### src/design/ioptm_pkg.sv
// shared types, constants and helpers of the int8 outer-product tile
// depends on: nothing
`timescale 1ns / 1ps

package ioptm_pkg;

  localparam int TILE_ROWS = 16;
  localparam int TILE_COLS = 16;
  localparam int LANES     = 16;
  localparam int ROWS_HELD = (TILE_ROWS < LANES) ? TILE_ROWS : LANES;
  localparam int COLS_HELD = (TILE_COLS < LANES) ? TILE_COLS : LANES;
  localparam int ROW_IDX_W = (ROWS_HELD > 1) ? $clog2(ROWS_HELD) : 1;
  localparam int COUNT_W   = 5;
  localparam int ACC_W     = 32;
  localparam int CFG_IDX_W = 2;

  // configuration register indexes
  localparam logic [CFG_IDX_W-1:0] REG_ROWS_IN_USE = 2'd0;
  localparam logic [CFG_IDX_W-1:0] REG_COLS_IN_USE = 2'd1;

  typedef logic [LANES-1:0][7:0]           lane_bytes_t;
  typedef logic [ACC_W-1:0]                acc_t;
  typedef acc_t [COLS_HELD-1:0]            acc_row_t;
  typedef acc_t [LANES-1:0]                sums_row_t;
  typedef logic [COUNT_W-1:0]              count_t;

  // per-step control fanned out to the lanes and the drain stage
  typedef struct packed {
    logic accept;
    logic last;
  } step_ctl_t;

  // zero counts as one, anything above the limit saturates
  function automatic count_t clamp_count(input count_t v, input count_t lim);
    count_t res;
    if (v == '0) begin
      res = count_t'(1);
    end else if (v > lim) begin
      res = lim;
    end else begin
      res = v;
    end
    return res;
  endfunction

endpackage

### src/design/ioptm_lane.sv
// one row lane: 16 signed 8x8 multipliers, 32-bit accumulators and the row snapshot
// depends on: ioptm_pkg
`timescale 1ns / 1ps

module ioptm_lane (
  input  logic                   clk,
  input  logic                   rst_n,
  input  ioptm_pkg::step_ctl_t   ctl,
  input  logic [7:0]             lhs_byte,
  input  ioptm_pkg::lane_bytes_t rhs_bytes,
  output ioptm_pkg::acc_row_t    snap_row
);
  import ioptm_pkg::*;

  acc_row_t          acc_r;
  acc_row_t          acc_sum;
  acc_row_t          snap_r;
  logic signed [15:0] prod [COLS_HELD];

  always_comb begin
    for (int c = 0; c < COLS_HELD; c++) begin
      prod[c]    = $signed(lhs_byte) * $signed(rhs_bytes[c]);
      acc_sum[c] = acc_r[c] + {{(ACC_W-16){prod[c][15]}}, prod[c]};
    end
  end

  always_ff @(posedge clk) begin
    if (!rst_n) begin
      acc_r <= '0;
    end else if (ctl.accept) begin
      acc_r <= ctl.last ? '0 : acc_sum;
    end
  end

  // finished tile row, held until the drain stage has sent it
  always_ff @(posedge clk) begin
    if (ctl.accept && ctl.last) begin
      snap_r <= acc_sum;
    end
  end

  assign snap_row = snap_r;

endmodule

### config.mk
export PLATFORM = sky130hd
export DESIGN_NAME = ioptm_lane
export DESIGN_NICKNAME = d
export VERILOG_FILES = /design/src/design/ioptm_pkg.sv /design/src/design/ioptm_lane.sv
export SDC_FILE = /design/constraint.sdc
export NUM_CORES = 2
export LEC_CHECK = 0
export BUFFER_PORTS_ARGS = -buffer_cell sky130_fd_sc_hd__buf_2
export CAP_MARGIN = 20
export CORE_MARGIN = 4
export CORE_UTILIZATION = 60
export CTS_CLUSTER_DIAMETER = 60
export DETAILED_ROUTE_END_ITERATION = 6
export PLACE_DENSITY_LB_ADDON = 0.05
export SLEW_MARGIN = 20
export SYNTH_ARGS = -nofsm -noshare
export SYNTH_HDL_FRONTEND = slang
export SYNTH_SLANG_ARGS = --single-unit
### constraint.sdc
create_clock -name clk -period 31.1 [get_ports clk]
set_clock_uncertainty 0.2 [all_clocks]
set_input_delay 7.775 -clock clk [delete_from_list [all_inputs] [get_ports clk]]
set_output_delay 7.775 -clock clk [all_outputs]
set_load 0.02 [all_outputs]
# Word level (Yosys, flattened, before mapping)
# Index checks and enable logic that the tools add are counted.
# totals
ff_bits	1024
latch_bits	0
ramBits	0
mem_bits_ro	0
in_bits	140
out_inout_bits	512
n_memories	0
# classes
addsub	16
mul	16
n_div	0
magnitude_cmp	0
eq_ne	0
shift	0
muxes	1
n_bitwise	0
reduce_logical	1
# op_table
op	n
adder 32 bit	16
two-way mux 512 bit	1
multiplier 8 x 8 -> 16 bit	16
logical AND 1 bit	1

# Depth between registers and ports, before layout
# depth
word_depth	3
ltp_mapped	34
mapped_depth_nobuf	32

# Worst setup path after synthesis
# OpenSTA, ideal clock, no wires.
# synth_path
path_type	input -> register
start	input ctl[1] in the netlist's numbering
end	register snap_r (netlist bit snap_row[0]) (enable)
t_arrival_ps	19869
path_slack_ps	10091
path_stages	3
path_buffers	2
path_cell_list	clkbuf_1 clkbuf_1 and2_1
# synth_via
elab_chain_len	1
# synth_rtl
item	line_no	rtl
start: declaration	ioptm_lane.sv:8	input ioptm_pkg::step_ctl_t ctl,
logical AND 1 bit	ioptm_lane.sv:37	if (ctl.accept && ctl.last) begin
end signal: assignment	ioptm_lane.sv:38	snap_r <= acc_sum;
end: declaration	ioptm_lane.sv:17	acc_row_t snap_r;
# No other way between the ends.
# A chain may end at the register's enable or synchronous reset.

==> reports/qor.yml <==
grt_first_pass_wirelength_mm: 390
n_fill_cell: 12800
hp-start: "acc_r[159]$_SDFFE_PN0P_"
yosysWarnings: 0
synth-edff-count: 512
cts_setup_buffers: 0
die-width_um: 408
period_share_pct: 51.0
ys_seq_area_share_pct: 26.6
use_met2_pct: 49.7
wl_mm: 240
dieArea_um2: 167000
timing.rr.start: "acc_r[256]$_SDFFE_PN0P_"
boundaryPins: 652
antenna_left: 0
path_common_cell: "fa_1"
post_cts_resized: 0
synthCells: 9923
hp-class: "reg -> reg"
remaining_drc_errors: 0
rsz0062_at_grt: "no"
via_per_inst: 5.66
htreeDepth: 3
root_buffer: "clkbuf_16"
path_class: "in -> reg"
worstPathMaxFanout: 65
cts_buffers: 119
grt_max_degree: 142
syn_nets: 12000
setup_tns_ps: 0
io_buffer_count: 651
num_vias: 72000
grt_pass1_vias: 74700
crit_arrival_ps: 16350
worst_ep_required_time_ps: 31580
worst_pin_slew_ps: 1140
critPathLaunchType: "input port"
cts_sinks: 1024
yosys-top-cells-area: "fa_1 19%, edfxtp_1 16%, ha_1 13%"
cts_tree: "done"
r2r_slack_ps: 27140
synth_seq_cells: 1024
grt_use_met1_pct: 35.7
status: "finished, final reports clean"
hpwlAfterDp_mm: 181
firstDrtPassIters: 6
avgSynthCellArea_um2: 9.70
cp-end-kind: "register"
cts_hold_buffers: 0
fp.coreArea_um2: 159000
fin_crit_ps: 15870
drt-initial-drc-count: 4132
r2r_end: "acc_r[286]$_SDFFE_PN0P_"
grtUsageMet3_pct: 5.01
cp_slowest_cell: "buf_4"
drv_slew: 0
wl_per_cell_um: 18.9
top_usage_layer: "met2"
cts.reportedPaths.clkPinSlew_ps: 60
clkLatencyLatePin_ps: 780
cts_buffer_depth: 3
ff2ff_path_depth: 14
clock.fmax_ghz: 0.0630
slowest_delay_ps: 720
max_slew_margin_pct: 24.1
hold_depth: 2
area_growth_pct: 9.95
netlist.area_leader.share_pct: 18.6
synthFlopType: "edfxtp_1"
netlist_area_um2: 96200
die_h_um: 408
start_util_pct: 60.6
drive_above_1_share_pct: 9.53
hold_path_end: "acc_r[159]$_SDFFE_PN0P_"
nNetsFinal: 12500
synthDistinctLibCells: 91
routabilityCongestion: 0.921
antenna_found_initial: 81
async_flop_share_pct: 0
drv_cap: 0
setup_viol: 0
grt.overflow.total: 0
grt_usage_pct: 28.7
yosysTopAreaCell: "fa_1"
hold_violations: 0
num_rows: 146
per-layer routing:
metal,routed length (um),vias to the layer above
met1,100000,35400
met2,118000,1673
met3,12400,480
met5,247,-
met4,9530,36
li1,-,34400
cell usage in the layout (no fill, tap or decap), types with 53 or more instances in the layout:
cell type  Yosys  final
inv_1       1554   1553
ha_1         992    992
fa_1         896    896
and2_1       724    722
buf_2          3    641
xnor2_1      560    552
a21oi_1      519    519
dfxtp_1      512    512
edfxtp_1     512    512
nand2_1      460    459
nor2b_1      447    446
nor2_1       309    308
a21o_1       252    252
o21ai_0      248    248
a22o_1       234    234
a22oi_1      234    234
xor2_1       167    167
clkbuf_16      0    121
nor3_1       110    110
o21bai_1      97     97
nand2b_1      96     96
nand3_1       79     79
o21a_1        76     76
diode_2        0     71
buf_4          1     61
and3_1        54     54
a211oi_1      53     53
a31oi_1       53     53
worst max-delay path by stage:
stage,startpoint,to,slack (ps)
3_3_place_gp,lhs_byte[2],snap_row[415]$_DFFE_PP_,14590
4_1_cts,lhs_byte[2],snap_row[415]$_DFFE_PP_,15310
3_5_place_dp,lhs_byte[2],snap_row[415]$_DFFE_PP_,14440
2_1_floorplan,ctl[1],snap_row[0]$_DFFE_PP_,10090
6_report,lhs_byte[2],acc_r[414]$_SDFFE_PN0P_,15230
5_1_grt,lhs_byte[2],snap_row[415]$_DFFE_PP_,14600
through the flow:
step	setup slack (ps)	utilization (%)	instances	area [um^2]	hold WS, ps
after floorplan	10090	-	9923	96200	250
after global routing	14600	66.5	12700	106000	298
final	15230	66.6	12700	106000	281
after global placement	14590	63.9	12400	102000	260
after detailed placement	14440	63.9	12400	102000	269
after CTS	15310	66.5	12600	106000	282
cell type report:
cell class	count	area (um^2)	area share [%]
Antenna cell	71	178	0.168
Clock buffer	150	3270	3.09
Clock inverter	78	791	0.747
Inverter	1554	5840	5.52
Multi-Input combinational cell	7060	63800	60.3
Sequential cell	1024	25600	24.2
Tap cell	2072	2590	2.45
Timing Repair Buffer	705	3720	3.52
worst max-delay path, delay by kind of cell:
family / cells / cell delay, ps
compound gates: 12 / 2350
buf+inv: 6 / 2170
simple gates: 3 / 430
fa+ha+maj: 6 / 2790
xor+xnor: 2 / 710
sequential cells by signal, summed over array words and instances, names as in the netlist:
register	flops
acc_r	512
snap_row	512
cell usage after synthesis, types with 14 or more instances:
master       n
a211o_1     20
a211oi_1    53
a21boi_0    16
a21o_1     252
a21oi_1    519
a22o_1     234
a22oi_1    234
a31oi_1     53
and2_1     724
and3_1      54
clkbuf_1   268
dfxtp_1    512
edfxtp_1   512
fa_1       896
ha_1       992
inv_1     1554
mux2_2      17
nand2_1    460
nand2b_1    96
nand3_1     79
nand4_1     33
nor2_1     309
nor2b_1    447
nor3_1     110
o211ai_1    32
o21a_1      76
o21ai_0    248
o21ai_1     14
o21bai_1    97
o31ai_1     18
or2_2       21
or3_1       34
xnor2_1    560
xor2_1     167
cells by family (layout without fill, tap and decap cells):
group / after synthesis / after routing / share of synthesized area [%]
buffers and inverters: 1839 / 2487 / 7.18
AND/OR/NAND/NOR: 2408 / 2408 / 13.5
adder cells (fa/ha/maj): 1888 / 1888 / 31.5
AO/OA/AOI/OAI: 2017 / 2017 / 14.3
flip-flops: 1024 / 1024 / 26.6
other: 0 / 71 / 0
XOR/XNOR: 727 / 727 / 6.62
multiplexers: 20 / 20 / 0.230
Power is not shown: default switching activity piles up to over one toggle a cycle in this logic, so the estimate is an artifact.
